File: src/mmai_pkg.sv
// package: shared types, constants and codes of the modq montgomery arithmetic core
`timescale 1ns / 1ps
`default_nettype none
package mmai_pkg;

   localparam logic [2:0] ACT_REDUCE = 3'd0;
   localparam logic [2:0] ACT_MUL    = 3'd1;
   localparam logic [2:0] ACT_FOLD   = 3'd2;
   localparam logic [2:0] ACT_CSUB   = 3'd3;
   localparam logic [2:0] ACT_INV    = 3'd4;

   localparam logic [15:0] MODQ     = 16'd3457;
   localparam logic [15:0] QINV     = 16'd12929;
   localparam logic [11:0] LOW_MASK = 12'hFFF;
   localparam int          FOLD_MUL = 639;

   // inverse chain: 11 squarings and 9 multiplies by a
   localparam int          NUM_MM      = 20;
   localparam logic [NUM_MM-1:0] SQUARE_MASK = 20'b0101_0101_0101_0110_1101;

   localparam int QUEUE_DEPTH_DEF = 2;

   typedef enum logic [1:0] {
      KIND_DIRECT,
      KIND_REDUCE,
      KIND_MUL,
      KIND_INV
   } kind_type;

   typedef struct packed {
      logic        valid;
      kind_type    kind;
      logic [31:0] wide;
      logic [15:0] a;
      logic [15:0] b;
      logic [15:0] t;
   } item_type;

   typedef struct packed {
      logic full;
      logic empty;
      logic pop;
   } queue_stat_type;

endpackage
`default_nettype wire

File: src/mmai_queue.sv
// queue: short fifo between the front classifier and the back pipeline
`timescale 1ns / 1ps
`default_nettype none
module mmai_queue
   import mmai_pkg::*;
#(
   parameter int QUEUE_DEPTH = QUEUE_DEPTH_DEF
) (
   input  wire logic     clock,
   input  wire logic     reset,
   input  wire logic     push_valid,
   input  wire item_type push_item,
   output logic          push_ready,
   input  wire logic     pop_ready,
   output logic          pop_valid,
   output item_type      pop_item,
   output queue_stat_type stat
);
   localparam int PW = $clog2(QUEUE_DEPTH);
   localparam int CW = $clog2(QUEUE_DEPTH + 1);
   localparam logic [PW-1:0] LAST = PW'(QUEUE_DEPTH - 1);
   localparam logic [CW-1:0] FULL_COUNT = CW'(QUEUE_DEPTH);

   item_type      mem [QUEUE_DEPTH];
   logic [PW-1:0] wr_ptr_ff, wr_ptr_in, rd_ptr_ff, rd_ptr_in;
   logic [CW-1:0] count_ff, count_in;
   logic          full, empty, push, pop;

   always_comb begin
      full       = (count_ff == FULL_COUNT);
      empty      = (count_ff == '0);
      pop        = pop_ready && !empty;
      push_ready = !full || pop;
      push       = push_valid && push_ready;
      pop_valid  = !empty;
      pop_item   = mem[rd_ptr_ff];
      wr_ptr_in  = wr_ptr_ff;
      rd_ptr_in  = rd_ptr_ff;
      if (push) begin
         wr_ptr_in = (wr_ptr_ff == LAST) ? '0 : wr_ptr_ff + 1'b1;
      end
      if (pop) begin
         rd_ptr_in = (rd_ptr_ff == LAST) ? '0 : rd_ptr_ff + 1'b1;
      end
      count_in = count_ff + CW'(push) - CW'(pop);
      stat     = '{full: full, empty: empty, pop: pop};
   end

   always_ff @(posedge clock) begin
      if (reset) begin
         wr_ptr_ff <= '0;
         rd_ptr_ff <= '0;
         count_ff  <= '0;
      end else begin
         wr_ptr_ff <= wr_ptr_in;
         rd_ptr_ff <= rd_ptr_in;
         count_ff  <= count_in;
      end
   end

   always_ff @(posedge clock) begin
      if (push) begin
         mem[wr_ptr_ff] <= push_item;
      end
   end
endmodule
`default_nettype wire

File: config.mk
export PLATFORM = sky130hd
export DESIGN_NAME = mmai_queue
export DESIGN_NICKNAME = d
export VERILOG_FILES = /design/src/mmai_pkg.sv /design/src/mmai_queue.sv
export SDC_FILE = /design/constraint.sdc
export NUM_CORES = 1
export LEC_CHECK = 0
export BUFFER_PORTS_ARGS = -buffer_cell sky130_fd_sc_hd__buf_2
export CAP_MARGIN = 20
export CORE_ASPECT_RATIO = 1.5
export CORE_MARGIN = 4
export CORE_UTILIZATION = 45
export CTS_BUF_LIST = sky130_fd_sc_hd__clkbuf_8
export CTS_CLUSTER_SIZE = 8
export DETAILED_ROUTE_END_ITERATION = 6
export PLACE_DENSITY = 0.67
export SYNTH_ARGS = -nofsm -noshare
export SYNTH_HDL_FRONTEND = slang
export SYNTH_SLANG_ARGS = --single-unit
File: constraint.sdc
create_clock -name clock -period 7.05 [get_ports clock]
set_input_delay 1.41 -clock clock [delete_from_list [all_inputs] [get_ports clock]]
set_output_delay 1.41 -clock clock [all_outputs]
set_load 0.01 [all_outputs]
==> results of run 1 <==
==> routing by layer <==
| metal | up-vias | global-route usage | part of all wire |
|---|---|---|---|
| met5 | - | 0 | 0.0039 |
| met3 | 20 | 0.05850 | 0.069 |
| met4 | 6 | 0.05133 | 0.017 |
| met1 | 1560 | 0.1478 | 0.34 |
| met2 | 101 | 0.2683 | 0.57 |
| li1 | 1518 | - | - |
==> logic make-up after synthesis <==
group,Yosys count,share of synthesized area
adder cells (fa/ha/maj),1,0.001995
multiplexers,85,0.1533
flip-flops,171,0.8110
AND/OR/NAND/NOR,18,0.01657
buffers and inverters,13,0.01137
XOR/XNOR,2,0.002794
AO/OA/AOI/OAI,3,0.002994
==> registers in the layout, indices dropped and copies added, names as in the netlist, named ones only <==
signal	cells
wr_ptr_ff	1
mem	166
count_ff	2
rd_ptr_ff	1
==> worst paths after layout <==
path               startpoint          to  slack [ns]  depth (start not counted)
hold / removal      rd_ptr_ff    register        0.53                          2
setup reg to reg  count_ff[0]  mem[0][76]        5.08                          5
hold reg to reg     rd_ptr_ff    register        0.53                          2
setup / recovery    pop_ready  push_ready        3.56                          3
==> placed cells by master, fill, tap and decap left out <==
master	synthesis	layout
a21oi_1	2	2
and3_4	0	1
and4bb_1	1	1
buf_12	0	2
buf_16	0	1
buf_2	9	174
buf_4	3	1
bufinv_16	0	2
clkbuf_8	0	17
clkinv_1	0	1
clkinv_2	0	2
clkinvlp_4	0	5
dfxtp_1	5	4
dfxtp_4	0	1
edfxtp_1	166	166
ha_1	1	1
inv_1	1	1
inv_6	0	4
mux2_1	74	74
mux2_2	10	10
mux2_4	1	1
nand2_1	2	2
nand2_2	1	1
nand2b_1	1	1
nor2_1	6	5
nor2_4	0	1
nor2b_1	4	4
o21a_2	1	1
or2_1	1	1
or3b_4	1	1
xnor2_1	1	1
xor2_1	1	1
==> per-stage QoR <==
step	setup WS, ns	utilization
4_1_cts	3.405	0.5648
6_report	3.558	0.5697
3_5_place_dp	3.558	0.5368
5_1_grt	3.545	0.5697
3_3_place_gp	3.577	0.5368
2_1_floorplan	1.433	-
==> worst max-delay path: cells and delay by family <==
family | cells | cell delay (ns)
AND/OR/NAND/NOR | 1 | 0.39
buffers and inverters | 2 | 0.27
==> cell type report <==
type | count | area (µm²) | share of cell area
clock buffers | 17 | 234.0 | 0.03020
clock inverters | 14 | 146.4 | 0.01890
inverters | 1 | 3.754 | 0.0004845
multi-input cells | 109 | 1126 | 0.1453
flip-flops and latches | 171 | 5089 | 0.6568
well taps | 162 | 202.7 | 0.02616
repair buffers | 178 | 945.9 | 0.1221
==> power groups by stage <==
| stage | combinational, mW | sequential [mW] | clock (mW) |
|---|---|---|---|
| 6_report | 0.431 | 1.25 | 0.659 |
| 5_1_grt | 0.474 | 1.26 | 0.725 |
| 4_1_cts | 0.396 | 1.29 | 0.680 |
| 3_5_place_dp | 0.394 | 1.31 | 0 |
| 3_3_place_gp | 0.389 | 1.30 | 0 |
| 2_1_floorplan | 0.273 | 1.26 | 0 |
==> results.json, run 1 <==
{
  "holdCritPathClass": "register to register",
  "route.detailed.drc": 0,
  "die_area_um2": 15920,
  "yosysMostFrequentCell": "edfxtp_1",
  "drt-total-wl_um": 11460,
  "worstSkewPairLatency_ns": 0.44,
  "path_cells": "buf_2, or3b_4, buf_2",
  "hold_slack_ns": 0.5349,
  "slew_violations": 0,
  "grt_pass1_vias": 3434,
  "num_antenna_cells": 0,
  "wire_per_inst_um": 17.58,
  "worstPathArrival_ns": 2.08,
  "fin_cells": 652,
  "ios": 175,
  "rows": 52,
  "synth_area_um2": 6270,
  "worstPathRequired_ns": 5.64,
  "synth_top_area_frac": 0.7951,
  "finalClockSkew_ns": 0.009624,
  "period_needed_ns": 3.492,
  "ir_drop_mv": 0.1629,
  "die_h_um": 152.6,
  "clkPwrFrac": 0.282,
  "core_area_um2": 13600,
  "areaGrowthSynthToFinish_pct": 23.57,
  "worst-path-max-fanout": 5,
  "antenna_found_initial": 3,
  "nNetsFinal": 566,
  "path_class": "input pin to output pin",
  "dr.pass1.iters": 4,
  "numPortBuffers": 174,
  "yosysTopAreaCell": "edfxtp_1",
  "grt_pass1_wl_um": 17770,
  "synth.area.top_cells": "edfxtp_1 (80%), mux2_1 (13%), mux2_2 (1.8%)",
  "grt_max_degree": 84,
  "power.switching_mw": 0.6137,
  "tightest_slew_ns": 0.5826,
  "grt_setup_unrepaired": "no",
  "hold_buffers": 0,
  "via_per_inst": 4.916,
  "hold_violations": 0,
  "cts_max_level": 4,
  "setup_viol": 0,
  "ant_nets": 0,
  "end_kind": "output pin",
  "synth.distinct_cells": 22,
  "clkTransAtPathRegs_ns": 0.09,
  "synth-async-reset-ratio": 0,
  "avgSynthCellArea_um2": 21.40,
  "comb_power_share": 0.184,
  "dp_hpwl_um": 7461,
  "netlist_instances": 293,
  "die_w_um": 104.4,
  "tritoncts": "yes",
  "place_congestion": 0.7355,
  "outcome": "completed",
  "cts-resized-gates": 0,
  "seqPwrFrac": 0.534,
  "max-slew-margin-rel": 0.6116,
  "synth_common_cells": "edfxtp_1 (166), mux2_1 (74), mux2_2 (10)",
  "drt_iter0_drc": 97,
  "p_total_mw": 2.339,
  "synth_seq_cells": 171,
  "worstSetupStartpointType": "input pin",
  "vias": 3205,
  "gr-total-overflow": 0,
  "grt_usage": 0.1461,
  "cpPeakStageDelay_ns": 0.39,
  "postPlaceCellArea_um2": 7300,
  "post_cts_buffers": 0,
  "synthesis.nets": 381,
  "fillers": 1101,
  "min_period_over_period": 0.4953,
  "synth_edf_count": 166,
  "cts.sinks": 171,
  "synth_ff_type": "edfxtp_1",
  "clk_path_buf_depth": 2,
  "clockRootBuffer": "clkbuf_8",
  "p_leak_nw": 2.912,
  "cpMostUsedCell": "buf_2",
  "fmax_mhz": 286.4,
  "power_density_nw_per_um2": 301.8,
  "dp.cells": 618,
  "p_int_mw": 1.725,
  "cpMaxStageDelayCell": "or3b_4",
  "swShare": 0.2624,
  "fin_area_um2": 7747,
  "drive_gt1_frac": 0.4592,
  "maxCapViolCount": 0,
  "numCtsBuffers": 17,
  "yosys_warnings": 0,
  "setup_tns_ns": 0,
  "synth_sequential_area_ratio": 0.8110,
  "start_util": 0.4611
}
Power figures use the tool's default switching activity.
==> run 2, diff against run 1 <==
- PLACE_DENSITY: 0.67 -> 0.7
- clock period: 7.05 -> 3.2 ns (I/O delays scaled with it)
==> run 2 against run 1 <==
  * Clock skew up 0.0040 ns
  * Worst setup slack worse by 3.0 ns
  * Critical endpoint is now pop_item[31]
  * Register-to-register slack worse by 3.9 ns
  * Power up 110%
  * Count of clock-buffer cells in the layout unchanged
  * Non-clock buffer count up 1
  * First-iteration DRC count up 38%
  * Clock power up 94%
  * Global-route usage up 0.35 points
  * Via count unchanged
  * Combinational power up 120%
  * Largest cell class unchanged
  * Highest routed layer unchanged
  * Flip-flop and latch count unchanged
==> results.json, run 2 (synthesized netlist as in run 1, its figures left out) <==
{
  "outcome": "completed",
  "numPortBuffers": 174,
  "setup_tns_ns": 0,
  "worst-path-max-fanout": 51,
  "antenna_found_initial": 3,
  "dr.pass1.iters": 4,
  "period_needed_ns": 2.616,
  "nNetsFinal": 567,
  "path_class": "register to output pin",
  "worstSkewPairLatency_ns": 0.43,
  "cts_max_level": 4,
  "cts.sinks": 171,
  "rows": 52,
  "finalClockSkew_ns": 0.01358,
  "grt_busiest_layer": "met2",
  "drt-total-wl_um": 11590,
  "place_congestion": 0.7343,
  "ir_drop_mv": 0.3096,
  "clockRootBuffer": "clkbuf_8",
  "fmax_mhz": 382.2,
  "slew_violations": 0,
  "min_period_over_period": 0.8175,
  "die_w_um": 104.4,
  "route.detailed.drc": 0,
  "multi_input_area_um2": 1126,
  "cts-resized-gates": 0,
  "grt_usage": 0.1496,
  "via_per_inst": 4.893,
  "die_area_um2": 15920,
  "ant_nets": 0,
  "drt_iter0_drc": 134,
  "grt_setup_unrepaired": "no",
  "maxCapViolCount": 0,
  "areaGrowthSynthToFinish_pct": 22.71,
  "use_met3": 0.06231,
  "top_register": "mem",
  "r2r_start": "count_ff[0]",
  "numCtsBuffers": 17,
  "tritoncts": "yes",
  "gr-total-overflow": 0,
  "hold_violations": 0,
  "grt_pass1_wl_um": 18180,
  "setup_viol": 0,
  "worstHoldStart": "push_item[22]",
  "ios": 175,
  "ff_latch_area_um2": 5089,
  "worstPathArrival_ns": 1.98,
  "power_density_nw_per_um2": 646.7,
  "vias": 3205,
  "worstPathRequired_ns": 2.56,
  "use_met2": 0.2711,
  "wire_per_inst_um": 17.70,
  "p_total_mw": 4.975,
  "core_area_um2": 13600,
  "tightest_slew_ns": 0.5639,
  "grt_pass1_vias": 3600,
  "clk_path_buf_depth": 2,
  "die_h_um": 152.6,
  "p_leak_nw": 2.901,
  "drive_gt1_frac": 0.4573,
  "post_cts_buffers": 0,
  "worstSetupStartpointType": "register",
  "start_util": 0.4611,
  "reg_top3": "mem: 166 flops, count_ff: 2 flops",
  "hold_buffers": 0,
  "clkTransAtPathRegs_ns": 0.09,
  "end_kind": "output pin",
  "dp_hpwl_um": 7993,
  "use_met1": 0.1537,
  "fillers": 1060,
  "largest_reg_flops": 166,
  "final_cell_mix": "buf_2 (174), edfxtp_1 (166), mux2_1 (74), clkbuf_8 (17), mux2_2 (10)",
  "max-slew-margin-rel": 0.6232,
  "grt_max_degree": 84,
  "holdCritPathClass": "input pin to register",
  "final_common_cell": "buf_2"
}
[run 2: critical path, stage by stage, from the launching register on]
cell and delay (ns):
dfxtp_4 0.65, buf_12 0.34, mux2_1 0.38, buf_2 0.15
[run 2: final cells by class]
type	instances	share of cell area
antenna	1	0.0003253
clock inverter	15	0.01334
clock buffer	17	0.03041
multi-input combinational	109	0.1464
inverter	1	0.0004879
tap	162	0.02635
timing repair buffer	179	0.1213
sequential	171	0.6614
[run 2: worst paths after layout]
kind / endpoint / cells after the start / slack, ns
max: pop_item[31] / 3 / 0.58
min: mem[1][22] / 1 / 0.39
min reg2reg: rd_ptr_ff / 2 / 0.53
max reg2reg: mem[0][10] / 4 / 1.22
[run 2: routing by layer]
metal  up-vias  wire [µm]  share of wire
met2       105       6390           0.55
met5         -         26         0.0022
met4         4        148          0.013
met1      1564       4134           0.36
li1       1516          -              -
met3        16        892          0.077
[run 2: power by group]
part | internal, mW | total, mW | switching (mW)
logic | 0.436 | 0.940 | 0.505
clock network | 0.534 | 1.28 | 0.745
registers | 2.67 | 2.76 | 0.0903
[run 2: metrics by stage]
stage,setup WS (ns),utilization,area (µm²),hold slack (ns),cells
CTS,0.4855,0.5656,7691,0.3463,654
detailed placement,0.9079,0.5409,7355,0.5118,622
floorplan,0.7080,-,6279,0.4800,293
global route,0.4206,0.5658,7694,0.3439,655
finish,0.5839,0.5658,7694,0.3895,655
global placement,0.9724,0.5409,7355,0.4958,622
