**src/mmai_pkg.sv**
```systemverilog
// package: shared types, constants and codes of the modq montgomery arithmetic core
`timescale 1ns / 1ps
`default_nettype none
package mmai_pkg;

   localparam logic [2:0] ACT_REDUCE = 3'd0;
   localparam logic [2:0] ACT_MUL    = 3'd1;
   localparam logic [2:0] ACT_FOLD   = 3'd2;
   localparam logic [2:0] ACT_CSUB   = 3'd3;
   localparam logic [2:0] ACT_INV    = 3'd4;

   localparam logic [15:0] MODQ     = 16'd3457;
   localparam logic [15:0] QINV     = 16'd12929;
   localparam logic [11:0] LOW_MASK = 12'hFFF;
   localparam int          FOLD_MUL = 639;

   // inverse chain: 11 squarings and 9 multiplies by a
   localparam int          NUM_MM      = 20;
   localparam logic [NUM_MM-1:0] SQUARE_MASK = 20'b0101_0101_0101_0110_1101;

   localparam int QUEUE_DEPTH_DEF = 2;

   typedef enum logic [1:0] {
      KIND_DIRECT,
      KIND_REDUCE,
      KIND_MUL,
      KIND_INV
   } kind_type;

   typedef struct packed {
      logic        valid;
      kind_type    kind;
      logic [31:0] wide;
      logic [15:0] a;
      logic [15:0] b;
      logic [15:0] t;
   } item_type;

   typedef struct packed {
      logic full;
      logic empty;
      logic pop;
   } queue_stat_type;

endpackage
`default_nettype wire

```
**src/mmai_if.sv**
```systemverilog
// interfaces: request and response channels of the modq montgomery arithmetic core
`timescale 1ns / 1ps
`default_nettype none
interface mmai_req_if;
   logic        valid;
   logic        ready;
   logic [2:0]  action;
   logic [31:0] wide_operand;
   logic [15:0] operand_a;
   logic [15:0] operand_b;
   modport source(output valid, action, wide_operand, operand_a, operand_b, input ready);
   modport sink(input valid, action, wide_operand, operand_a, operand_b, output ready);
endinterface

`default_nettype wire

```
**src/mmai_front.sv**
```systemverilog
// front: accepts request beats, classifies them and computes the cheap operations
`timescale 1ns / 1ps
`default_nettype none
module mmai_front
   import mmai_pkg::*;
(
   mmai_req_if.sink  req_ch,
   input  wire logic q_ready,
   output logic      q_valid,
   output item_type  q_item
);
   logic signed [16:0] fold_sum;
   logic [15:0]        csub;

   always_comb begin
      // fold: low 12 bits plus 639 times the signed high nibble
      fold_sum = $signed({5'b0, req_ch.operand_a[11:0] & LOW_MASK})
               + 17'($signed(req_ch.operand_a[15:12]) * 17'sd639);
      csub = req_ch.operand_a;
      if (csub[15]) begin
         csub = csub + MODQ;
      end
      csub = csub - MODQ;
      if (csub[15]) begin
         csub = csub + MODQ;
      end

      q_item.valid = 1'b1;
      q_item.wide  = req_ch.wide_operand;
      q_item.a     = req_ch.operand_a;
      q_item.b     = req_ch.operand_b;
      q_item.kind  = KIND_DIRECT;
      q_item.t     = '0;
      case (req_ch.action)
         ACT_REDUCE: q_item.kind = KIND_REDUCE;
         ACT_MUL:    q_item.kind = KIND_MUL;
         ACT_FOLD:   q_item.t    = fold_sum[15:0];
         ACT_CSUB:   q_item.t    = csub;
         ACT_INV: begin
            q_item.kind = KIND_INV;
            q_item.t    = req_ch.operand_a;
         end
         default:    q_item.t    = '0;
      endcase
      q_valid      = req_ch.valid;
      req_ch.ready = q_ready;
   end
endmodule
`default_nettype wire

```
**src/flat_wrapper.sv**
```systemverilog
// flat-port wrapper written by rule: the top's interface ports become plain ports
module mmai_front_flat import mmai_pkg::*;
  (q_ready, q_valid, q_item, req_ch_valid, req_ch_action, req_ch_wide_operand, req_ch_operand_a, req_ch_operand_b, req_ch_ready);
  mmai_req_if req_ch_i ();
  input  wire logic q_ready;
  output logic q_valid;
  output item_type q_item;
  input wire logic [$bits(req_ch_i.valid)-1:0] req_ch_valid;
  input wire logic [$bits(req_ch_i.action)-1:0] req_ch_action;
  input wire logic [$bits(req_ch_i.wide_operand)-1:0] req_ch_wide_operand;
  input wire logic [$bits(req_ch_i.operand_a)-1:0] req_ch_operand_a;
  input wire logic [$bits(req_ch_i.operand_b)-1:0] req_ch_operand_b;
  output wire logic [$bits(req_ch_i.ready)-1:0] req_ch_ready;
  assign req_ch_i.valid = req_ch_valid;
  assign req_ch_i.action = req_ch_action;
  assign req_ch_i.wide_operand = req_ch_wide_operand;
  assign req_ch_i.operand_a = req_ch_operand_a;
  assign req_ch_i.operand_b = req_ch_operand_b;
  assign req_ch_ready = req_ch_i.ready;
  mmai_front u_core (.req_ch(req_ch_i), .q_ready(q_ready), .q_valid(q_valid), .q_item(q_item));
endmodule
```
**config.mk**
```make
export PLATFORM = sky130hd
export DESIGN_NAME = mmai_front_flat
export DESIGN_NICKNAME = d
export VERILOG_FILES = /design/src/mmai_pkg.sv /design/src/mmai_if.sv /design/src/mmai_front.sv /design/src/flat_wrapper.sv
export SDC_FILE = /design/constraint.sdc
export NUM_CORES = 1
export LEC_CHECK = 0
export BUFFER_PORTS_ARGS = -buffer_cell sky130_fd_sc_hd__clkbuf_2
export CAP_MARGIN = 0
export CORE_AREA = 2 2 90 92
export DETAILED_ROUTE_END_ITERATION = 16
export DIE_AREA = 0 0 92 94
export GPL_TIMING_DRIVEN = 0
export PLACE_DENSITY_LB_ADDON = 0.25
export SLEW_MARGIN = 20
export SYNTH_ARGS = -nofsm -noshare
export SYNTH_HDL_FRONTEND = slang
export SYNTH_SLANG_ARGS = --single-unit
```
**constraint.sdc**
```tcl
create_clock -name vclk -period 4.9
set_input_delay 0.735 -clock vclk [all_inputs]
set_output_delay 0.735 -clock vclk [all_outputs]
set_load 0.02 [all_outputs]
```
==> reports/summary.txt, run 1 <==
Setup TNS -> -3580 ps
Max Clock Freq -> 0.181 GHz
HPWL Detailed -> 8020 µm
GR Overflow Total -> 0
Status -> complete, but fails checks
M2 GR Usage -> 38.4%
Reg area -> 0 µm²
DRC -> 0
GR Util met3 -> 1.52%
Initial core utilization -> 43.9%
Most used routing layer -> met2
Synth top area cells -> buf_4, ha_1, xnor2_1, xor2_1, nand2_1
Clock share of power -> 0%
Crit path buffers/inverters -> 6
Diodes inserted -> 0
CP most frequent cell -> ha_4
Vias in the first global route -> 3381
Row cnt -> 32
Pwr dens -> 194 nW/µm²
DRT Pass-1 Iters -> 5
Finish-stage setup viols -> 7
Die Y -> 94 µm
Area Overhead vs Synth -> 37.0%
Sequential Power Share -> 0%
Largest net degree at the start of global routing -> 20
DR iter-0 viols -> 178
Total core area -> 7610 µm²
Largest delay share family, worst path -> adder cells
GP Congestion -> 0.932
Die area -> 8650 µm²
FFs & Latches -> 0
Final worst setup slack -> -615 ps
All-Layer GR Usage -> 21.9%
Switching Fraction -> 54.5%
Comb power frac -> 100.0%
Setup CP Type -> input port to output port
Failing checks -> setup timing
Power Total -> 0.886 mW
Synth Area per Inst -> 7.24 µm²
Data arrival, critical path -> 4780 ps
CTS Hold Bufs -> 0
Critical path startpoint category -> input port
Maximum VDD drop -> 0.000150 V
Share of cells above drive strength 1 -> 44.1%
Final WL -> 10300 µm
Antenna violations before repair -> 1
Max cap viols -> 0
Crit end category -> output port
Max-slew violations -> 0
Synthesis Warnings -> 0
Hold/Removal Path Class -> input port to output port
Die width -> 92 µm
I/O Buffers -> 103
Global-route wire length before repair -> 15900 µm
Final Cycle Share -> 113%
Worst slew pin tran -> 956 ps
Met1 usage -> 29.9%
Clock buf count -> 0
WL/cell -> 15.0 µm
Cells after Synth -> 461
Sw Pwr -> 0.483 mW
Utilization after layout -> 60.1%
Post-synthesis sequential area ratio -> 0%
Num ports -> 154
CP Max Fanout -> 5
Final nets -> 697
Area leader, netlist -> buf_4
Unrepaired setup endpoints after global routing -> true
Pleak -> 2.14 nW
Slew Limit Headroom -> 35.8%
Max incr delay on CP -> 500 ps
Avg Vias per Cell -> 5.59
Critical Path Slowest Stage Cell -> fa_1
Int Power -> 0.403 mW
Library cells used by synthesis -> 65
FILL cells -> 716
Net Count, Synth -> 571
DRT antenna net count -> 0
Tmin final -> 5510 ps
Mapped Area -> 3340 µm²
Vias -> 3843
Critical Path RT -> 4160 ps
Final Hold Viols -> 0
Top cell type's share of synthesized area -> 15.5%
## through the flow
stage	area [µm²]	hold slack, ps	std cells	setup slack [ps]
2_1_floorplan	3440	1550	461	-261
3_3_place_gp	4080	1700	666	-1050
4_1_cts	4350	1700	679	-605
6_report	4570	1690	687	-615
3_5_place_dp	4080	1700	666	-1100
5_1_grt	4570	1700	687	-779
## kinds of logic after synthesis
group / after synthesis / share of synthesized area (%)
simple gates: 126 / 19.2
xor+xnor: 55 / 14.9
compound gates: 136 / 29.2
other cells: 1 / 0.112
fa+ha+maj: 41 / 16.3
mux: 3 / 0.900
buf+inv: 99 / 19.4
## path summary, 6_finish.rpt
check	startpoint	endpoint	cells past startpoint	slack [ps]
worst max-delay path	req_ch_operand_a[14]	q_item[13]	25	-610
worst min-delay path	req_ch_wide_operand[1]	q_item[49]	2	1690
## cell type report
| class | count | area [µm²] | area share [%] |
|---|---|---|---|
| well taps | 102 | 128 | 2.79 |
| multi-input cells | 362 | 2970 | 64.9 |
| plain buffers | 81 | 589 | 12.9 |
| inverters | 17 | 95.1 | 2.08 |
| repair buffers | 125 | 795 | 17.4 |
## cell usage after synthesis (all sizes together) (2+ instances only)
| master | n |
|---|---|
| nand2b | 4 |
| a221o | 2 |
| nor4 | 2 |
| fa | 4 |
| or4 | 3 |
| o21bai | 2 |
| o22ai | 3 |
| buf | 74 |
| and3 | 8 |
| o31a | 2 |
| nor3b | 2 |
| nand2 | 36 |
| o311ai | 5 |
| nand3b | 2 |
| nand3 | 15 |
| nand4 | 8 |
| o221ai | 2 |
| a211oi | 3 |
| nor2 | 18 |
| o21a | 3 |
| inv | 17 |
| nor3 | 13 |
| or3 | 5 |
| o211a | 3 |
| and2 | 5 |
| o2111ai | 2 |
| mux2i | 3 |
| a21oi | 21 |
| o21ai | 33 |
| ha | 37 |
| clkbuf | 8 |
| o211ai | 12 |
| a22oi | 15 |
| nor2b | 4 |
| a31oi | 5 |
| xor2 | 19 |
| o31ai | 2 |
| xnor2 | 36 |
| a21o | 10 |
| a211o | 3 |
## power groups by stage
stage | clock network (mW) | logic [mW] | registers, mW
floorplan | 0 | 0.554 | 0
global placement | 0 | 0.704 | 0
detailed placement | 0 | 0.719 | 0
CTS | 0 | 0.787 | 0
global route | 0 | 0.958 | 0
finish | 0 | 0.886 | 0
## routing by layer
| metal | share of wire [%] | vias to the layer above |
|---|---|---|
| li1 | - | 1884 |
| met1 | 44 | 1779 |
| met5 | 0 | - |
| met4 | 1.2 | 0 |
| met3 | 6.8 | 12 |
| met2 | 49 | 168 |
## timing repair
item | in CTS | in global routing
buffers inserted | 14 | 9
gates resized for setup | 37 | 40
endpoints found under the setup margin | 10 | 14
hold endpoints to repair | 0 | 0
pin swaps | 27 | 37
## placed cells by master, fill, tap and decap left out, drive strengths merged, types with 12 or more instances in the layout
master / synthesis / final
nor2: 18 / 18
nor3: 13 / 13
o21ai: 33 / 33
a22oi: 15 / 15
nand3: 15 / 15
ha: 37 / 37
xnor2: 36 / 36
buf: 74 / 101
nand2: 36 / 36
xor2: 19 / 19
o211ai: 12 / 12
clkbuf: 8 / 105
a21oi: 21 / 21
inv: 17 / 16
Note: power is estimated with default switching activity, not from simulation.
==> run 2, diff against run 1 <==
CORE_AREA = 2 2 115 72   (was 2 2 90 92)
DIE_AREA = 0 0 117 74   (was 0 0 92 94)
PLACE_DENSITY = 0.79   (was unset)
PLACE_DENSITY_LB_ADDON = unset   (was 0.25)
==> run 2 against run 1 <==
Compared with the run above:
- the run still ends with setup timing left
- worst setup slack improved by 49 ps
- non-clock buffer count up 2
- first-iteration DRC count up 16%
- worst hold slack barely moved
- clock-buffer cell count is the same
- critical path depth fell by 4
- flip-flop and latch count stayed put
- die area up 0.12%
- critical endpoint is now q_item[12]
- global-route usage barely moved
- largest cell class unchanged
- final area is 0.16% higher
- cell count rose by 1.2%
==> reports/summary.txt, run 2 (synthesis results as in run 1) <==
Total core area -> 7660 µm² (+0.74%)
Final WL -> 10300 µm (-0.11%)
Max cap viols -> 0 (unchanged)
Largest net degree at the start of global routing -> 20 (unchanged)
Unrepaired setup endpoints after global routing -> true
Critical Path Slowest Stage Cell -> fa_1
DRT antenna net count -> 0 (unchanged)
Hold WS -> 1690 ps (-0.100 ps)
Most used routing layer -> met1
Met1 usage -> 35.0% (+5.0 points)
Hold/Removal Path Class -> input port to output port
Die width -> 117 µm (+27%)
Sw Pwr -> 0.471 mW (-2.5%)
Slew Limit Headroom -> 26.4% (-9.3 points)
Critical Path, Cell by Cell -> clkbuf_16 -> inv_12 -> ha_4 -> inv_4 -> ha_4 -> inv_2 -> fa_1 -> inv_2 -> ha_4 -> fa_2 -> ha_2 -> nand2b_4 -> xor2_1 -> ha_1 -> and3_4 -> a221o_1 -> or3_4 -> o21ai_2 -> xor2_1 -> o221ai_2 -> clkbuf_8
Worst slew pin tran -> 1090 ps (+139 ps)
Dpl ws -> -1180 ps (-75.2 ps)
Commonest non-fill, non-tap cell in the layout -> buf_4
Pwr dens -> 188 nW/µm² (-3.1%)
Row cnt -> 25 (-22%)
I/O Buffers -> 103 (unchanged)
GR Util met3 -> 2.61% (+1.1 points)
Pleak -> 2.12 nW (-0.71%)
Status -> complete, but fails checks
DR iter-0 viols -> 206 (+16%)
Post-Layout Cell Count -> 695 (+1.2%)
Power Total -> 0.860 mW (-3.0%)
Failing checks -> setup timing
Clock share of power -> 0% (unchanged)
Data arrival, critical path -> 4730 ps (-50 ps)
GP Congestion -> 0.941 (+0.97%)
Int Power -> 0.389 mW (-3.5%)
Critical Path RT -> 4160 ps (about the same)
Num ports -> 154 (unchanged)
GR Overflow Total -> 0 (unchanged)
Area Overhead vs Synth -> 37.3%
Initial core utilization -> 43.6% (-0.32 points)
Final worst setup slack -> -566 ps (+48.9 ps)
Final Hold Viols -> 0 (unchanged)
Reg area -> 0 µm² (unchanged)
FFs & Latches -> 0 (unchanged)
HPWL Detailed -> 8310 µm (+3.6%)
Vias in the first global route -> 3076 (-9.0%)
DRC -> 0 (unchanged)
Share of cells above drive strength 1 -> 43.8% (-0.32 points)
Final nets -> 699 (+0.29%)
Max incr delay on CP -> 500 ps (about the same)
Tmin final -> 5470 ps (-48.9 ps)
Area of the multi-input gates -> 2960 µm² (-0.38%)
WL/cell -> 14.8 µm (-1.3%)
Setup CP Type -> input port to output port
Antenna violations before repair -> 0 (-1)
All-Layer GR Usage -> 21.9% (about the same)
FILL cells -> 692 (-3.4%)
CTS Hold Bufs -> 0 (unchanged)
Die area -> 8660 µm² (+0.12%)
Clock buf count -> 0 (unchanged)
Global-route wire length before repair -> 15400 µm (-3.3%)
Finish-stage setup viols -> 7 (unchanged)
Die Y -> 74 µm (-21%)
Commonest cells after routing, fill and taps aside -> buf_4, clkbuf_2, nand2_1, xnor2_1, ha_1
Switching Fraction -> 54.7% (+0.24 points)
Crit end category -> output port
Critical path startpoint category -> input port
CP Max Fanout -> 3 (-2)
Utilization after layout -> 59.8% (-0.34 points)
Post-Place Cells -> 672 (+0.90%)
Max-slew violations -> 0 (unchanged)
Vias -> 3811 (-0.83%)
Avg Vias per Cell -> 5.48 (-2.0%)
Diodes inserted -> 0 (unchanged)
M2 GR Usage -> 32.6% (-5.8 points)
Final Cycle Share -> 112% (-1.0 points)
DRT Pass-1 Iters -> 5 (unchanged)
Comb power frac -> 100.0% (about the same)
Maximum VDD drop -> 0.0000860 V (-43%)
Sequential Power Share -> 0% (unchanged)
Max Clock Freq -> 0.183 GHz (+0.90%)
CP most frequent cell -> ha_4
==> run 2: cell types whose count changed in the layout (fill, tap and decap cells not counted), sizes merged <==
cell	previous run	this run
buf	101	102
clkbuf	105	106
==> run 2: final timing paths <==
kind / slack (ps) / to / startpoint / depth (start not counted)
worst min-delay path: 1690 / q_item[27] / req_ch_operand_b[11] / 2
worst max-delay path: -570 / q_item[12] / req_ch_operand_a[13] / 21
==> run 2: power by group through the flow <==
stage | registers (mW) | clock network, mW | logic, mW
after global routing | 0 | 0 | 0.934
after global placement | 0 | 0 | 0.699
after detailed placement | 0 | 0 | 0.714
final | 0 | 0 | 0.860
after floorplan | 0 | 0 | 0.554
after CTS | 0 | 0 | 0.785
==> run 2: final cells by class <==
class                      count  area share (%)
multi-input combinational    362            64.5
timing repair buffer         127            17.5
buffer                        81            12.9
tap                          108            2.95
inverter                      17            2.08
==> run 2: layer usage <==
layer  part of all wire [%]  vias to the layer above  wire length, µm
li1                       -                     1884                -
met1                     48                     1759             4930
met2                     43                      160             4390
met3                    8.6                        8              880
met4                   0.61                        0               63
met5                      0                        -                0
==> run 2: through the flow <==
stage / cell area (µm²) / TNS, ps
after floorplan: 3440 / -609
after global placement: 4090 / -7100
after detailed placement: 4090 / -7430
after CTS: 4370 / -3230
after global routing: 4580 / -4610
final: 4580 / -3220
==> run 2: timing repair <==
item,in CTS,in global routing
buffers inserted,15,9
setup endpoints to repair,10,14
pin swaps,22,21
resized for setup,39,35
==> run 2: critical path, delay by kind of cell <==
family | cells | cell delay [ps]
AO/OA/AOI/OAI | 3 | 530
AND/OR/NAND/NOR | 3 | 690
buffers and inverters | 6 | 510
adder cells (fa/ha/maj) | 7 | 1950
XOR/XNOR | 2 | 330
==> run 3, diff against run 2 <==
ABC_AREA = 1   (was unset)
CORE_AREA = 2 2 108 68   (was 2 2 115 72)
DIE_AREA = 0 0 110 70   (was 0 0 117 74)
MAX_ROUTING_LAYER = met4   (was unset)
PLACE_DENSITY = 0.84   (was 0.79)
clock period = 6.1 ns   (was 4.9 ns; I/O delays follow)
==> run 3 against run 2 <==
Compared with the run above:
- the flow now finishes without violations
- flip-flop and latch count is the same
- routed wire length shrank 3.2%
- critical endpoint is now q_item[10]
- final area shrank 11%
- total power shrank 36%
- worst hold slack gained 360 ps
- largest cell class unchanged
- non-clock buffer count shrank 29
- core utilization shrank 0.56 points
- via count grew 4.2%
- critical path depth grew 2
- sequential share of layout area is the same
- worst setup slack gained 680 ps
- synthesized area shrank 0.94%
==> reports/summary.txt, run 3 <==
Most common cell in the netlist -> nand2_1
Vias -> 3970 (+4.2%)
Dpl ws -> -573 ps (+606 ps)
Cells after Synth -> 565 (+23%)
Tmin final -> 5990 ps
CP Max Fanout -> 7 (+4)
GR Overflow Total -> 0 (unchanged)
DRC -> 0 (unchanged)
M1 WL -> 4450 µm (-9.7%)
Status -> completed
Antenna violations before repair -> 0 (unchanged)
DRT Pass-1 Iters -> 6 (+1)
Hold/Removal Path Class -> input port to output port
Slew Limit Headroom -> 63.3% (+37 points)
Fin area -> 4070 µm² (-11%)
Max cap viols -> 0 (unchanged)
Data arrival, critical path -> 5070 ps (+340 ps)
Pleak -> 2.31 nW (+8.8%)
Crit end category -> output port
Critical Path RT -> 5180 ps (+1020 ps)
Leading cell types by count after synthesis -> nand2_1, buf_4, inv_1, nand3_1, ha_1
Final WL -> 9940 µm (-3.2%)
Met3 WL post-DR -> 780 µm (-11%)
Hold Path Depth -> 2 (unchanged)
Initial core utilization -> 48.1% (+4.5 points)
Avg Vias per Cell -> 5.20 (-5.1%)
Die Y -> 70 µm (-5.4%)
I/O Buffers -> 103 (unchanged)
Global-route wire length before repair -> 16000 µm (+3.9%)
Post-Place Cells -> 759 (+13%)
Final worst setup slack -> 110 ps (+676 ps)
Area Overhead vs Synth -> 23.2%
All-Layer GR Usage -> 25.8% (+3.9 points)
Final Hold Viols -> 0 (unchanged)
Maximum VDD drop -> 0.0000860 V (about the same)
HPWL Detailed -> 8320 µm (+0.16%)
Vias in the first global route -> 3496 (+14%)
Power Total -> 0.551 mW (-36%)
Die width -> 110 µm (-6.0%)
Share of cells above drive strength 1 -> 35.1% (-8.7 points)
Finish-stage setup viols -> 0 (-7)
Synthesis Warnings -> 0 (unchanged)
Num ports -> 154 (unchanged)
Diodes inserted -> 0 (unchanged)
Final Cycle Share -> 98.2%
Synth Area per Inst -> 5.85 µm² (-19%)
Synth top area cells -> nand2_1, buf_4, ha_1, nand3_1, inv_1
Placed cell areas -> 3940 µm² (-3.8%)
Largest net degree at the start of global routing -> 12 (-40%)
Area leader, netlist -> nand2_1
Critical path startpoint category -> input port
FILL cells -> 676 (-2.3%)
Library cells used by synthesis -> 45 (-31%)
Final nets -> 784 (+12%)
Mapped Area -> 3310 µm² (-0.94%)
Top cell type's share of synthesized area -> 18.0% (+2.5 points)
Commonest cells after routing, fill and taps aside -> nand2_1, clkbuf_2, buf_4, inv_1, nand3_1
DR WL met2 -> 4620 µm (+5.2%)
Utilization after layout -> 59.2% (-0.56 points)
Max Clock Freq -> 0.167 GHz
GP Congestion -> 1.01 (+7.3%)
Setup CP Type -> input port to output port
Highest metal used -> met4
Net Count, Synth -> 675 (+18%)
Row cnt -> 24 (-4.0%)
Pwr dens -> 135 nW/µm² (-28%)
DRT antenna net count -> 0 (unchanged)
FFs & Latches -> 0 (unchanged)
Post-Layout Cell Count -> 763 (+9.8%)
Worst slew pin tran -> 551 ps (-544 ps)
WL/cell -> 13.0 µm (-12%)
Clock buf count -> 0 (unchanged)
Die area -> 7700 µm² (-11%)
DR iter-0 viols -> 346 (+68%)
Post-synthesis sequential area ratio -> 0% (unchanged)
Total core area -> 6880 µm² (-10%)
Reg area -> 0 µm² (unchanged)
Commonest non-fill, non-tap cell in the layout -> nand2_1
Max-slew violations -> 0 (unchanged)
run 3: cell count changes in the layout (fill, tap and decap cells not counted), sizes merged, moves of 7 or more:
cell	previous run	this run
nor2	18	45
nor3	13	2
a22oi	15	0
nand2	36	172
a21o	10	1
xnor2	36	5
o21ai	33	17
buf	102	78
and3	8	1
nand3	15	60
inv	16	67
run 3: cell families after synthesis:
family	count (synthesis)	share of synthesized area (%)
xor gates and xnor gates	19	5.49
buffers and inverters	141	24.3
adders and majority gates	41	16.4
AOI/OAI and AO/OA	67	12.6
and+or+nand+nor	296	41.2
other	1	0.113
run 3: worst paths after layout:
kind / startpoint / end / slack, ps
max: req_ch_operand_a[13] / q_item[10] / 110
min: req_ch_operand_b[13] / q_item[29] / 2050
run 3: timing repair:
item	in CTS	in global routing
hold endpoints to repair	0	0
buffers inserted	2	2
pin swaps	3	8
resized for setup	23	13
setup endpoints to repair	5	5
hold buffers	0	0
run 3: metrics by stage:
stage | hold slack (ps) | setup TNS, ps
after CTS | 2050 | 0
after global placement | 2050 | -1160
after global routing | 2060 | -198
final | 2050 | 0
after floorplan | 1910 | 0
after detailed placement | 2050 | -1610
run 3: power by group:
part / total [mW] / switching (mW) / leakage [nW] / internal [mW]
Combinational: 0.551 / 0.338 / 2.31 / 0.213
Clock: 0 / 0 / 0 / 0
Sequential: 0 / 0 / 0 / 0
Total: 0.551 / 0.338 / 2.31 / 0.213
run 3: per-layer routing:
metal,vias to the layer above,GRT usage [%]
met4,0,1.27
met2,177,42.2
li1,1990,-
met3,12,0.467
met1,1791,37.3
met5,-,-
run 3: area by class of cell:
type	count	area (µm²)	share of cell area, %
buffer	72	539	13.2
inverter	69	270	6.64
multi-input combinational	424	2580	63.4
tap	91	114	2.80
timing repair buffer	107	568	13.9
run 3: worst max-delay path, cell delays in order:
cell	delay, ps
buf_8	120
inv_6	40
ha_4	280
ha_2	160
inv_1	60
fa_1	530
inv_2	50
ha_4	160
fa_2	360
ha_2	190
or2_4	260
xnor2_1	130
ha_1	350
nand2_2	100
nor3_4	140
a21oi_2	90
o211ai_1	260
o21ai_2	130
or2_2	290
nand3_1	70
o21ai_1	70
o21bai_1	160
buf_4	160
